<file path="config.mk">
export PLATFORM = sky130hd
export DESIGN_NAME = shortest_job_first_scheduler_top
export DESIGN_NICKNAME = d
export VERILOG_FILES = /design/src/sv/sjfs_pkg.sv /design/src/sv/shortest_job_first_scheduler_top.sv /design/src/sv/sjfs_ctrl.sv /design/src/sv/sjfs_dp.sv
export SDC_FILE = /design/constraint.sdc
export NUM_CORES = 2
export LEC_CHECK = 0
export BUFFER_PORTS_ARGS = -buffer_cell sky130_fd_sc_hd__buf_2
export CORE_ASPECT_RATIO = 0.75
export CORE_MARGIN = 10
export CORE_UTILIZATION = 52
export DETAILED_ROUTE_END_ITERATION = 6
export GPL_TIMING_DRIVEN = 0
export PLACE_DENSITY_LB_ADDON = 0.25
export SYNTH_ARGS = -nofsm -noshare
export SYNTH_HDL_FRONTEND = slang
export SYNTH_SLANG_ARGS = --single-unit
</file>
<file path="constraint.sdc">
create_clock -name aclk -period 6.2 [get_ports aclk]
set_input_delay 0.93 -clock aclk [delete_from_list [all_inputs] [get_ports aclk]]
set_output_delay 0.93 -clock aclk [all_outputs]
set_load 0.03 [all_outputs]
</file>
<file path="src/sv/sjfs_pkg.sv">
// ----------------------------------------------------------------------------
// sjfs_pkg: shared types and constants of the job scheduler
// Field widths, item and status codes, the table entry layout and the
// command and status groups between the controller and the datapath.
// ----------------------------------------------------------------------------
package sjfs_pkg;

    // Default sizes handed to the top-level parameters.
    localparam int DEF_TABLE_DEPTH = 16;
    localparam int DEF_TIME_BITS   = 16;

    // Fixed field widths of the item and result beats.
    localparam int KIND_W   = 2;
    localparam int ID_W     = 8;
    localparam int FIELD_W  = 16;
    localparam int STATUS_W = 3;

    // Configuration port.
    localparam int PADDR_W = 2;
    localparam int PDATA_W = 32;

    // Item kinds; the two spare codes are handled as a clear.
    localparam logic [KIND_W-1:0] KIND_LOAD = 2'd0;
    localparam logic [KIND_W-1:0] KIND_TICK = 2'd1;

    // Result status codes.
    localparam logic [STATUS_W-1:0] STAT_LOADED   = 3'd0;
    localparam logic [STATUS_W-1:0] STAT_REJECTED = 3'd1;
    localparam logic [STATUS_W-1:0] STAT_RAN      = 3'd2;
    localparam logic [STATUS_W-1:0] STAT_IDLE     = 3'd3;
    localparam logic [STATUS_W-1:0] STAT_CLEARED  = 3'd4;

    // One job table entry as held in the slot memory.
    typedef struct packed {
        logic [ID_W-1:0]    id;
        logic [FIELD_W-1:0] arrival;
        logic [FIELD_W-1:0] remaining;
        logic [FIELD_W-1:0] burst;
    } entry_t;

    // Commands from the controller to the datapath.
    typedef struct packed {
        logic capture;
        logic cnt_clear;
        logic cnt_inc;
        logic scan_start;
        logic scan_read;
        logic sel_lock;
        logic sel_best;
        logic read_sel;
        logic load;
        logic reject;
        logic clear;
        logic idle_tick;
        logic exec;
        logic publish;
    } ctrl_cmd_t;

    // Status from the datapath to the controller.
    typedef struct packed {
        logic kind_load;
        logic kind_tick;
        logic burst_zero;
        logic lock_use;
        logic slot_free;
        logic cnt_last;
        logic best_none;
        logic out_free;
    } dp_stat_t;

endpackage

</file>
<file path="src/sv/shortest_job_first_scheduler_top.sv">
// ----------------------------------------------------------------------------
// shortest_job_first_scheduler_top: job table scheduler, shortest job first
// Top level with the configuration register, the controller and the
// datapath.
// ----------------------------------------------------------------------------
// The block takes one item at a time and gives one result beat per item.
// A tick that has to choose a job scans the slot memory one slot per cycle
// through its single registered read port; a tick that keeps a held job in
// non-preemptive mode skips the scan. A load searches the valid bits from
// the lowest slot, one per cycle; a clear or a zero-burst load skips the
// search. Each result waits while the previous result still blocks the
// output register. A new item is taken while the previous result still
// waits in the output register.
// Register 0 at byte address 0, bit 0, selects preemptive mode (reset 1);
// write it only while the block is idle.
module shortest_job_first_scheduler_top #(
    parameter int TABLE_DEPTH = sjfs_pkg::DEF_TABLE_DEPTH,
    parameter int TIME_BITS   = sjfs_pkg::DEF_TIME_BITS
) (
    input  logic                           aclk,
    input  logic                           aresetn,
    // Item channel.
    input  logic                           s_valid,
    output logic                           s_ready,
    input  logic [sjfs_pkg::KIND_W-1:0]    s_kind,
    input  logic [sjfs_pkg::ID_W-1:0]      s_job_id,
    input  logic [sjfs_pkg::FIELD_W-1:0]   s_arrival_time,
    input  logic [sjfs_pkg::FIELD_W-1:0]   s_burst_length,
    // Result channel.
    output logic                           m_valid,
    input  logic                           m_ready,
    output logic [sjfs_pkg::STATUS_W-1:0]  m_status,
    output logic [sjfs_pkg::ID_W-1:0]      m_running_id,
    output logic                           m_job_done,
    output logic [sjfs_pkg::FIELD_W-1:0]   m_finish_time,
    output logic [sjfs_pkg::FIELD_W-1:0]   m_turnaround,
    output logic [sjfs_pkg::FIELD_W-1:0]   m_waiting,
    output logic [sjfs_pkg::FIELD_W-1:0]   m_now_time,
    // Configuration port.
    input  logic                           psel,
    input  logic                           penable,
    input  logic                           pwrite,
    input  logic [sjfs_pkg::PADDR_W-1:0]   paddr,
    input  logic [sjfs_pkg::PDATA_W-1:0]   pwdata,
    output logic [sjfs_pkg::PDATA_W-1:0]   prdata,
    output logic                           pready
);

    sjfs_pkg::ctrl_cmd_t cmd;
    sjfs_pkg::dp_stat_t  stat;
    logic                preempt_reg, preempt_next;
    logic                cfg_write;

    // Configuration register; the port holds a single word.
    assign pready    = 1'b1;
    assign cfg_write = psel && penable && pwrite && pready;

    always_comb begin
        preempt_next = preempt_reg;
        if (cfg_write) begin
            preempt_next = pwdata[0];
        end
    end

    always_ff @(posedge aclk) begin
        if (!aresetn) begin
            preempt_reg <= 1'b1;
        end else begin
            preempt_reg <= preempt_next;
        end
    end

    // Read-back of the register; every byte offset lands on the same word.
    assign prdata = {{(sjfs_pkg::PDATA_W-1){1'b0}}, preempt_reg} |
                    {sjfs_pkg::PDATA_W{1'b0 & paddr[0]}};

    // Sequencer.
    sjfs_ctrl u_ctrl (
        .aclk    (aclk),
        .aresetn (aresetn),
        .s_valid (s_valid),
        .s_ready (s_ready),
        .stat    (stat),
        .cmd     (cmd)
    );

    // Job table, selection and result path.
    sjfs_dp #(
        .TABLE_DEPTH (TABLE_DEPTH),
        .TIME_BITS   (TIME_BITS)
    ) u_dp (
        .aclk           (aclk),
        .aresetn        (aresetn),
        .preempt        (preempt_reg),
        .s_kind         (s_kind),
        .s_job_id       (s_job_id),
        .s_arrival_time (s_arrival_time),
        .s_burst_length (s_burst_length),
        .m_valid        (m_valid),
        .m_ready        (m_ready),
        .m_status       (m_status),
        .m_running_id   (m_running_id),
        .m_job_done     (m_job_done),
        .m_finish_time  (m_finish_time),
        .m_turnaround   (m_turnaround),
        .m_waiting      (m_waiting),
        .m_now_time     (m_now_time),
        .cmd            (cmd),
        .stat           (stat)
    );

endmodule

</file>
<file path="src/sv/sjfs_ctrl.sv">
// ----------------------------------------------------------------------------
// sjfs_ctrl: sequencing state machine of the job scheduler
// Accepts one item at a time and steps the datapath through the free-slot
// search, the selection scan, the update and the hand-off of the result.
// ----------------------------------------------------------------------------
module sjfs_ctrl (
    input  logic                aclk,
    input  logic                aresetn,
    input  logic                s_valid,
    output logic                s_ready,
    input  sjfs_pkg::dp_stat_t  stat,
    output sjfs_pkg::ctrl_cmd_t cmd
);

    typedef enum logic [8:0] {
        ST_IDLE      = 9'b000000001,
        ST_DISPATCH  = 9'b000000010,
        ST_FREE_SCAN = 9'b000000100,
        ST_TICK_SCAN = 9'b000001000,
        ST_TICK_LAST = 9'b000010000,
        ST_SELECT    = 9'b000100000,
        ST_READ      = 9'b001000000,
        ST_EXEC      = 9'b010000000,
        ST_RESULT    = 9'b100000000
    } state_t;

    state_t state_reg, state_next;

    // Next state and command decode.
    always_comb begin
        state_next = state_reg;
        cmd        = '0;
        s_ready    = 1'b0;
        unique case (state_reg)
            ST_IDLE: begin
                s_ready = 1'b1;
                if (s_valid) begin
                    cmd.capture = 1'b1;
                    state_next  = ST_DISPATCH;
                end
            end
            ST_DISPATCH: begin
                if (stat.kind_load) begin
                    if (stat.burst_zero) begin
                        cmd.reject = 1'b1;
                        state_next = ST_RESULT;
                    end else begin
                        cmd.cnt_clear = 1'b1;
                        state_next    = ST_FREE_SCAN;
                    end
                end else if (stat.kind_tick) begin
                    if (stat.lock_use) begin
                        cmd.sel_lock = 1'b1;
                        state_next   = ST_READ;
                    end else begin
                        cmd.cnt_clear  = 1'b1;
                        cmd.scan_start = 1'b1;
                        state_next     = ST_TICK_SCAN;
                    end
                end else begin
                    cmd.clear  = 1'b1;
                    state_next = ST_RESULT;
                end
            end
            ST_FREE_SCAN: begin
                if (stat.slot_free) begin
                    cmd.load   = 1'b1;
                    state_next = ST_RESULT;
                end else if (stat.cnt_last) begin
                    cmd.reject = 1'b1;
                    state_next = ST_RESULT;
                end else begin
                    cmd.cnt_inc = 1'b1;
                end
            end
            ST_TICK_SCAN: begin
                cmd.scan_read = 1'b1;
                if (stat.cnt_last) begin
                    state_next = ST_TICK_LAST;
                end else begin
                    cmd.cnt_inc = 1'b1;
                end
            end
            ST_TICK_LAST: begin
                // The last slot read is compared in this cycle.
                state_next = ST_SELECT;
            end
            ST_SELECT: begin
                if (stat.best_none) begin
                    cmd.idle_tick = 1'b1;
                    state_next    = ST_RESULT;
                end else begin
                    cmd.sel_best = 1'b1;
                    state_next   = ST_READ;
                end
            end
            ST_READ: begin
                cmd.read_sel = 1'b1;
                state_next   = ST_EXEC;
            end
            ST_EXEC: begin
                cmd.exec   = 1'b1;
                state_next = ST_RESULT;
            end
            ST_RESULT: begin
                if (stat.out_free) begin
                    cmd.publish = 1'b1;
                    state_next  = ST_IDLE;
                end
            end
            default: begin
                state_next = ST_IDLE;
            end
        endcase
    end

    // State register.
    always_ff @(posedge aclk) begin
        if (!aresetn) begin
            state_reg <= ST_IDLE;
        end else begin
            state_reg <= state_next;
        end
    end

endmodule

</file>
<file path="src/sv/sjfs_dp.sv">
// ----------------------------------------------------------------------------
// sjfs_dp: datapath of the job scheduler
// Holds the slot memory, the valid bits, time and lock state, the scan
// comparator, the result staging registers and the output register.
// ----------------------------------------------------------------------------
module sjfs_dp #(
    parameter int TABLE_DEPTH = sjfs_pkg::DEF_TABLE_DEPTH,
    parameter int TIME_BITS   = sjfs_pkg::DEF_TIME_BITS
) (
    input  logic                                aclk,
    input  logic                                aresetn,
    input  logic                                preempt,
    input  logic [sjfs_pkg::KIND_W-1:0]         s_kind,
    input  logic [sjfs_pkg::ID_W-1:0]           s_job_id,
    input  logic [sjfs_pkg::FIELD_W-1:0]        s_arrival_time,
    input  logic [sjfs_pkg::FIELD_W-1:0]        s_burst_length,
    output logic                                m_valid,
    input  logic                                m_ready,
    output logic [sjfs_pkg::STATUS_W-1:0]       m_status,
    output logic [sjfs_pkg::ID_W-1:0]           m_running_id,
    output logic                                m_job_done,
    output logic [sjfs_pkg::FIELD_W-1:0]        m_finish_time,
    output logic [sjfs_pkg::FIELD_W-1:0]        m_turnaround,
    output logic [sjfs_pkg::FIELD_W-1:0]        m_waiting,
    output logic [sjfs_pkg::FIELD_W-1:0]        m_now_time,
    input  sjfs_pkg::ctrl_cmd_t                 cmd,
    output sjfs_pkg::dp_stat_t                  stat
);

    localparam int IDX_W = $clog2(TABLE_DEPTH);
    localparam int FW    = sjfs_pkg::FIELD_W;
    localparam int CMP_W = (TIME_BITS > FW) ? TIME_BITS : FW;
    localparam logic [IDX_W-1:0] LAST_IDX = IDX_W'(TABLE_DEPTH - 1);

    // Slot memory and its registered read port.
    sjfs_pkg::entry_t slot_mem_reg [TABLE_DEPTH];
    sjfs_pkg::entry_t rd_data_reg;
    sjfs_pkg::entry_t wr_data;
    logic             wr_en;
    logic [IDX_W-1:0] wr_addr;
    logic             rd_en;
    logic [IDX_W-1:0] rd_addr;

    // Table control state.
    logic [TABLE_DEPTH-1:0] valid_reg, valid_next;
    logic [TIME_BITS-1:0]   time_reg, time_next;
    logic                   lock_held_reg, lock_held_next;
    logic [IDX_W-1:0]       locked_reg, locked_next;

    // Captured item.
    logic [sjfs_pkg::KIND_W-1:0] kind_reg, kind_next;
    logic [sjfs_pkg::ID_W-1:0]   id_reg, id_next;
    logic [FW-1:0]               arr_reg, arr_next;
    logic [FW-1:0]               burst_reg, burst_next;

    // Scan counter, read pipeline and best candidate.
    logic [IDX_W-1:0] cnt_reg, cnt_next;
    logic             pipe_vld_reg, pipe_vld_next;
    logic [IDX_W-1:0] pipe_slot_reg, pipe_slot_next;
    logic             pipe_ok_reg, pipe_ok_next;
    logic             best_none_reg, best_none_next;
    logic [IDX_W-1:0] best_slot_reg, best_slot_next;
    logic [FW-1:0]    best_rem_reg, best_rem_next;
    logic [FW-1:0]    best_arr_reg, best_arr_next;
    logic [IDX_W-1:0] k_reg, k_next;

    // Staged result.
    logic [sjfs_pkg::STATUS_W-1:0] res_status_reg, res_status_next;
    logic [sjfs_pkg::ID_W-1:0]     res_id_reg, res_id_next;
    logic                          res_done_reg, res_done_next;
    logic [FW-1:0]                 res_fin_reg, res_fin_next;
    logic [FW-1:0]                 res_tat_reg, res_tat_next;
    logic [FW-1:0]                 res_wait_reg, res_wait_next;

    // Output register.
    logic                          m_valid_reg, m_valid_next;
    logic [sjfs_pkg::STATUS_W-1:0] m_status_reg, m_status_next;
    logic [sjfs_pkg::ID_W-1:0]     m_id_reg, m_id_next;
    logic                          m_done_reg, m_done_next;
    logic [FW-1:0]                 m_fin_reg, m_fin_next;
    logic [FW-1:0]                 m_tat_reg, m_tat_next;
    logic [FW-1:0]                 m_wait_reg, m_wait_next;
    logic [FW-1:0]                 m_now_reg, m_now_next;

    // Shared arithmetic.
    logic [TIME_BITS-1:0] time_inc;
    logic [CMP_W-1:0]     time_ext;
    logic                 eligible;
    logic                 better;
    logic [FW-1:0]        rem_new;
    logic                 finished;
    logic [CMP_W-1:0]     fin_w;
    logic [CMP_W-1:0]     tat_w;
    logic [CMP_W-1:0]     wait_w;
    logic [CMP_W-1:0]     burst_ext;

    // Time advances by one unit and holds at its largest value.
    assign time_inc = (time_reg == {TIME_BITS{1'b1}}) ? time_reg : time_reg + 1'b1;
    assign time_ext = CMP_W'(time_reg);

    // A scanned slot competes when valid and already arrived; ties on the
    // remaining burst go to the earlier arrival, then to the lower slot.
    assign eligible = pipe_ok_reg && (CMP_W'(rd_data_reg.arrival) <= time_ext);
    assign better   = best_none_reg ||
                      (rd_data_reg.remaining < best_rem_reg) ||
                      ((rd_data_reg.remaining == best_rem_reg) &&
                       (rd_data_reg.arrival < best_arr_reg));

    // Completion figures of the served job; waiting clamps at zero.
    assign rem_new   = rd_data_reg.remaining - 1'b1;
    assign finished  = (rem_new == '0);
    assign fin_w     = CMP_W'(time_inc);
    assign tat_w     = fin_w - CMP_W'(rd_data_reg.arrival);
    assign burst_ext = CMP_W'(rd_data_reg.burst);
    assign wait_w    = (tat_w >= burst_ext) ? tat_w - burst_ext : '0;

    // Status toward the controller.
    always_comb begin
        stat.kind_load  = (kind_reg == sjfs_pkg::KIND_LOAD);
        stat.kind_tick  = (kind_reg == sjfs_pkg::KIND_TICK);
        stat.burst_zero = (burst_reg == '0);
        stat.lock_use   = !preempt && lock_held_reg && valid_reg[locked_reg];
        stat.slot_free  = !valid_reg[cnt_reg];
        stat.cnt_last   = (cnt_reg == LAST_IDX);
        stat.best_none  = best_none_reg;
        stat.out_free   = !m_valid_reg || m_ready;
    end

    // Next-state logic driven by the controller commands.
    always_comb begin
        valid_next      = valid_reg;
        time_next       = time_reg;
        lock_held_next  = lock_held_reg;
        locked_next     = locked_reg;
        kind_next       = kind_reg;
        id_next         = id_reg;
        arr_next        = arr_reg;
        burst_next      = burst_reg;
        cnt_next        = cnt_reg;
        pipe_vld_next   = cmd.scan_read;
        pipe_slot_next  = pipe_slot_reg;
        pipe_ok_next    = pipe_ok_reg;
        best_none_next  = best_none_reg;
        best_slot_next  = best_slot_reg;
        best_rem_next   = best_rem_reg;
        best_arr_next   = best_arr_reg;
        k_next          = k_reg;
        res_status_next = res_status_reg;
        res_id_next     = res_id_reg;
        res_done_next   = res_done_reg;
        res_fin_next    = res_fin_reg;
        res_tat_next    = res_tat_reg;
        res_wait_next   = res_wait_reg;
        m_valid_next    = m_valid_reg;
        m_status_next   = m_status_reg;
        m_id_next       = m_id_reg;
        m_done_next     = m_done_reg;
        m_fin_next      = m_fin_reg;
        m_tat_next      = m_tat_reg;
        m_wait_next     = m_wait_reg;
        m_now_next      = m_now_reg;
        wr_en           = 1'b0;
        wr_addr         = cnt_reg;
        wr_data         = '0;
        rd_en           = 1'b0;
        rd_addr         = cnt_reg;

        // Item capture.
        if (cmd.capture) begin
            kind_next  = s_kind;
            id_next    = s_job_id;
            arr_next   = s_arrival_time;
            burst_next = s_burst_length;
        end

        // Slot counter.
        if (cmd.cnt_clear) begin
            cnt_next = '0;
        end
        if (cmd.cnt_inc) begin
            cnt_next = cnt_reg + 1'b1;
        end

        // Selection scan: read one slot a cycle, compare it in the next cycle.
        if (cmd.scan_start) begin
            best_none_next = 1'b1;
        end
        if (cmd.scan_read) begin
            rd_en          = 1'b1;
            rd_addr        = cnt_reg;
            pipe_slot_next = cnt_reg;
            pipe_ok_next   = valid_reg[cnt_reg];
        end
        if (pipe_vld_reg && eligible && better) begin
            best_none_next = 1'b0;
            best_slot_next = pipe_slot_reg;
            best_rem_next  = rd_data_reg.remaining;
            best_arr_next  = rd_data_reg.arrival;
        end

        // Choice of the slot to serve and its read.
        if (cmd.sel_lock) begin
            k_next = locked_reg;
        end
        if (cmd.sel_best) begin
            k_next = best_slot_reg;
        end
        if (cmd.read_sel) begin
            rd_en   = 1'b1;
            rd_addr = k_reg;
        end

        // Load into the free slot found by the counter.
        if (cmd.load) begin
            wr_en               = 1'b1;
            wr_addr             = cnt_reg;
            wr_data.id          = id_reg;
            wr_data.arrival     = arr_reg;
            wr_data.remaining   = burst_reg;
            wr_data.burst       = burst_reg;
            valid_next[cnt_reg] = 1'b1;
            res_status_next     = sjfs_pkg::STAT_LOADED;
            res_id_next         = '0;
            res_done_next       = 1'b0;
            res_fin_next        = '0;
            res_tat_next        = '0;
            res_wait_next       = '0;
        end

        // Rejected load.
        if (cmd.reject) begin
            res_status_next = sjfs_pkg::STAT_REJECTED;
            res_id_next     = '0;
            res_done_next   = 1'b0;
            res_fin_next    = '0;
            res_tat_next    = '0;
            res_wait_next   = '0;
        end

        // Clear of table, time and lock.
        if (cmd.clear) begin
            valid_next      = '0;
            time_next       = '0;
            lock_held_next  = 1'b0;
            locked_next     = '0;
            res_status_next = sjfs_pkg::STAT_CLEARED;
            res_id_next     = '0;
            res_done_next   = 1'b0;
            res_fin_next    = '0;
            res_tat_next    = '0;
            res_wait_next   = '0;
        end

        // Tick with no eligible job.
        if (cmd.idle_tick) begin
            time_next       = time_inc;
            lock_held_next  = 1'b0;
            res_status_next = sjfs_pkg::STAT_IDLE;
            res_id_next     = '0;
            res_done_next   = 1'b0;
            res_fin_next    = '0;
            res_tat_next    = '0;
            res_wait_next   = '0;
        end

        // Serve the chosen job for one unit and write back its remainder.
        if (cmd.exec) begin
            wr_en             = 1'b1;
            wr_addr           = k_reg;
            wr_data           = rd_data_reg;
            wr_data.remaining = rem_new;
            time_next         = time_inc;
            lock_held_next    = !preempt && !finished;
            if (!preempt) begin
                locked_next = k_reg;
            end
            if (finished) begin
                valid_next[k_reg] = 1'b0;
            end
            res_status_next = sjfs_pkg::STAT_RAN;
            res_id_next     = rd_data_reg.id;
            res_done_next   = finished;
            res_fin_next    = finished ? fin_w[FW-1:0] : '0;
            res_tat_next    = finished ? tat_w[FW-1:0] : '0;
            res_wait_next   = finished ? wait_w[FW-1:0] : '0;
        end

        // Output register: a taken beat frees it, a publish refills it.
        if (m_valid_reg && m_ready) begin
            m_valid_next = 1'b0;
        end
        if (cmd.publish) begin
            m_valid_next  = 1'b1;
            m_status_next = res_status_reg;
            m_id_next     = res_id_reg;
            m_done_next   = res_done_reg;
            m_fin_next    = res_fin_reg;
            m_tat_next    = res_tat_reg;
            m_wait_next   = res_wait_reg;
            m_now_next    = time_ext[FW-1:0];
        end
    end

    // Slot memory: one write and one registered read a cycle.
    always_ff @(posedge aclk) begin
        if (wr_en) begin
            slot_mem_reg[wr_addr] <= wr_data;
        end
        if (rd_en) begin
            rd_data_reg <= slot_mem_reg[rd_addr];
        end
    end

    // Control registers.
    always_ff @(posedge aclk) begin
        if (!aresetn) begin
            valid_reg     <= '0;
            time_reg      <= '0;
            lock_held_reg <= 1'b0;
            locked_reg    <= '0;
            pipe_vld_reg  <= 1'b0;
            best_none_reg <= 1'b1;
            m_valid_reg   <= 1'b0;
        end else begin
            valid_reg     <= valid_next;
            time_reg      <= time_next;
            lock_held_reg <= lock_held_next;
            locked_reg    <= locked_next;
            pipe_vld_reg  <= pipe_vld_next;
            best_none_reg <= best_none_next;
            m_valid_reg   <= m_valid_next;
        end
    end

    // Payload registers.
    always_ff @(posedge aclk) begin
        kind_reg       <= kind_next;
        id_reg         <= id_next;
        arr_reg        <= arr_next;
        burst_reg      <= burst_next;
        cnt_reg        <= cnt_next;
        pipe_slot_reg  <= pipe_slot_next;
        pipe_ok_reg    <= pipe_ok_next;
        best_slot_reg  <= best_slot_next;
        best_rem_reg   <= best_rem_next;
        best_arr_reg   <= best_arr_next;
        k_reg          <= k_next;
        res_status_reg <= res_status_next;
        res_id_reg     <= res_id_next;
        res_done_reg   <= res_done_next;
        res_fin_reg    <= res_fin_next;
        res_tat_reg    <= res_tat_next;
        res_wait_reg   <= res_wait_next;
        m_status_reg   <= m_status_next;
        m_id_reg       <= m_id_next;
        m_done_reg     <= m_done_next;
        m_fin_reg      <= m_fin_next;
        m_tat_reg      <= m_tat_next;
        m_wait_reg     <= m_wait_next;
        m_now_reg      <= m_now_next;
    end

    assign m_valid       = m_valid_reg;
    assign m_status      = m_status_reg;
    assign m_running_id  = m_id_reg;
    assign m_job_done    = m_done_reg;
    assign m_finish_time = m_fin_reg;
    assign m_turnaround  = m_tat_reg;
    assign m_waiting     = m_wait_reg;
    assign m_now_time    = m_now_reg;

endmodule
</file>
==> summary.txt <==
Outcome
  • Outcome: finished clean

Clock network
  • Clk sinks: 1229
  • CTS tree: built
  • Hold-fix buffers at CTS: 0
  • Clk_lat worst skew: 0.73 ns
  • Clk slew on worst S/H paths: 0.06 ns
  • CTS Buf Count: 113
  • CTS HTree Levels: 3
  • Root buffer cell: clkbuf_16
  • Clk buf depth: 3

Yosys
  • Flop and latch count out of synthesis: 1229
  • Commonest cells post-synth: edfxtp_1, nand2_1, nand3_1, mux2i_1, o21ai_0
  • Most area-hungry cell type in the Yosys netlist: edfxtp_1
  • Syn avg cell area: 13.7 µm²
  • Largest cells by area after synthesis: edfxtp_1, nand2_1, mux2i_1, nand3_1, ha_1
  • Cell area after synthesis: between 0.05 and 0.06 mm²
  • Post-synth EDFFs: around 1200
  • Share of the synthesized area in the top cell type: between 60% and 70%
  • Post-synth ARST share: 0%
  • Synth unique cells: 75
  • Post-synth top flop: edfxtp_1
  • Cells after Synth: ~3700
  • Sequential area share after synthesis: 71.8%
  • Count leader, synth: edfxtp_1
  • YS warnings: 0

Layout
  • Final standard cell area without fillers: 0.0584 mm²
  • Fraction of layout cells with a size suffix above 1: 13.2%
  • Net count, final: 4218
  • Area grow syn2layout: 15.3%
  • Max reg flops: 896
  • Final Util: between 60% and 70%

GRT
  • GRT Overall Usage: 25.0%
  • Total congestion overflow: 0
  • Vias in the first global route: between 30000 and 40000
  • Initial antenna violation count: 3
  • First-pass GRT wire length: 206 mm
  • Pin count of the biggest net entering global routing: 58

Floorplanning
  • Die Y: 290 µm
  • Total core area: 0.0970 mm²
  • Die area: 0.110 mm²
  • Std cell rows: 99
  • Initial Utilization: a little over half
  • Die W: 380 µm
  • Boundary Pins: 194

Route
  • Via-to-Cell Ratio: 5.99
  • Post-DRT Antenna Nets: 0
  • Aggregate routed wire length: 142 mm
  • Top layer in use: met4
  • DR WL met3: 17.9 mm
  • Number of remaining DRC errors: 0
  • Routed met2 length: 61.8 mm
  • 1st-iter DRT viols: 4528
  • Drt pass-1 iters: 6
  • DR WL/cell: 26.1 µm
  • M1 wire length: roughly 58 mm
  • Vias: 32700

STA
  • Actual slew at the worst max-slew pin: about 1.3 ns
  • Final setup viols: 0
  • Final-report max-slew violation count: 0
  • Worst rel slew slack: 14.9%
  • Fin crit share: 95.7%
  • Final setup margin: 0.269 ns
  • Final hold vios: 0
  • Achievable frequency: roughly 170 MHz
  • Clock Skew: roughly 0.041 ns
  • Min Clock Period, post-route: roughly 6 ns
  • RSZ-0062 raised after global routing: no
  • Hold Slack: 0.372 ns

Pwr
  • Total design power: ~17 mW
  • Peak supply drop: 0.257 mV
  • Leak pwr: approximately 22 nW
  • Power per cell area: approximately 290 mW/mm²

Critical path
  • FF-to-FF Start: u_dp.time_ext[0]$_SDFFE_PN0P_
  • Critical Path RT: 6.74 ns
  • CP arrival: roughly 6.5 ns
  • Reg2Reg Setup Slack: 0.27 ns
  • Crit path capture: u_dp.res_wait_reg[11]$_SDFFCE_PN0P_
  • Startpoint Class: flop
  • Worst setup startpoint: u_dp.time_ext[0]$_SDFFE_PN0P_
  • Crit Path Category: flop to flop
  • Critical path fanouts, max: 9
  • Critical R2R Capture: u_dp.res_wait_reg[11]$_SDFFCE_PN0P_
  • Worst r2r path cells: 21
  • Crit end category: flop

Placement
  • Routability-driven placement congestion ratio: 0.920
  • Port-buffer cells: 127
  • Hpwl dp: 97.7 mm
  • Placed Area: 0.0544 mm²
  • Worst slack at placement: -0.179 ns

Worst hold path
  • Hold Path Class: input port to flop

Run
  • MaxCap Viol Count: 0
## cells in the final DEF (no fill, tap or decap), drive strengths merged, types with 30 or more instances in the layout
master  netlist  layout
inv         100     104
nand3       251     251
nand2       643     643
nor2        127     127
clkbuf      134     271
xnor2        35      35
dfxtp        53      53
clkinv        1      42
a32oi        60      60
buf          93     302
o21ai       139     139
a21oi       118     118
conb          2      32
nand4        78      78
mux2i       173     173
nor2b        78      78
nor3         30      30
edfxtp     1176    1176
a211oi       86      86
ha           85      85
## worst min-delay path by stage
stage,from,slack [ns],depth (start not counted),end
floorplan,u_dp.pipe_slot_reg[0]$_DFFE_PP_,0.40,0,u_dp.best_slot_reg[0]$_DFFE_PP_
global placement,u_dp.res_wait_reg[15]$_SDFFCE_PN0P_,0.40,0,u_dp.m_waiting[15]$_DFFE_PP_
detailed placement,u_dp.res_fin_reg[11]$_SDFFCE_PN0P_,0.40,0,u_dp.m_finish_time[11]$_DFFE_PP_
CTS,s_kind[1],0.34,1,u_dp.kind_reg[1]$_DFFE_PP_
global route,s_burst_length[5],0.35,1,u_dp.burst_reg[5]$_DFFE_PP_
finish,s_burst_length[9],0.37,1,u_dp.burst_reg[9]$_DFFE_PP_
## what timing repair did
action / in CTS / in global routing
resized for setup: 9 / 8
endpoints found under the setup margin: 11 / 15
setup buffers: 0 / 4
## metal layers
metal,GRT usage (%),up-vias
li1,-,14400
met1,35.6,16000
met2,36.9,2024
met3,6.69,299
met4,8.80,0
met5,0,-
## area by class of cell
cell class	count	area [µm²]
Multi-Input combinational cell	2167	13200
Antenna cell	3	7.51
Buffer	225	1050
Fill cell	7325	38600
Tap cell	1313	1640
Clock inverter	73	962
Clock buffer	137	2980
Sequential cell	1229	36400
Inverter	101	380
Timing Repair Buffer	211	1820
## kinds of logic (layout without fill, tap and decap cells)
kind of cell | count (synthesis) | after routing | synth area share (%)
AND/OR/NAND/NOR | 1307 | 1307 | 11.9
flip-flops | 1229 | 1229 | 71.8
AO/OA/AOI/OAI | 504 | 504 | 6.39
buffers and inverters | 328 | 747 | 2.83
multiplexers | 190 | 190 | 4.04
adder cells (fa/ha/maj) | 87 | 87 | 2.18
XOR/XNOR | 47 | 47 | 0.812
other | 2 | 35 | 0.0148
## through the flow
stage                     std cells   TNS, ns
after floorplan                3724         0
after global placement         5164  -2838.63
after detailed placement       5243    -0.901
after CTS                      5452         0
after global routing           5456         0
final                          5459         0
## critical path, stage by stage, from the launching register on
cell and delay (ns):
dfxtp_1 0.56, ha_1 0.37, nand3_1 0.12, or3_4 0.43
nor2b_2 0.25, nor2_2 0.19, ha_1 0.29, nor2b_1 0.15
o21ai_1 0.16, a21boi_0 0.18, or4_1 0.48, a311o_1 0.37
a311o_1 0.37, xor2_2 0.20, ha_1 0.37, nand4_1 0.15
nor3_1 0.24, o31ai_1 0.10, o211ai_1 0.19, nand3_2 0.19
buf_4 0.21, nor3b_1 0.18
## power breakdown
| part | switching [mW] | total [mW] | leakage (nW) | internal, mW |
|---|---|---|---|---|
| sequential | 0.0244 | 9.04 | 13.3 | 9.01 |
| combinational | 0.242 | 0.330 | 6.65 | 0.0878 |
| clock | 3.08 | 7.42 | 1.90 | 4.34 |
Power figures use the tool's default switching activity.
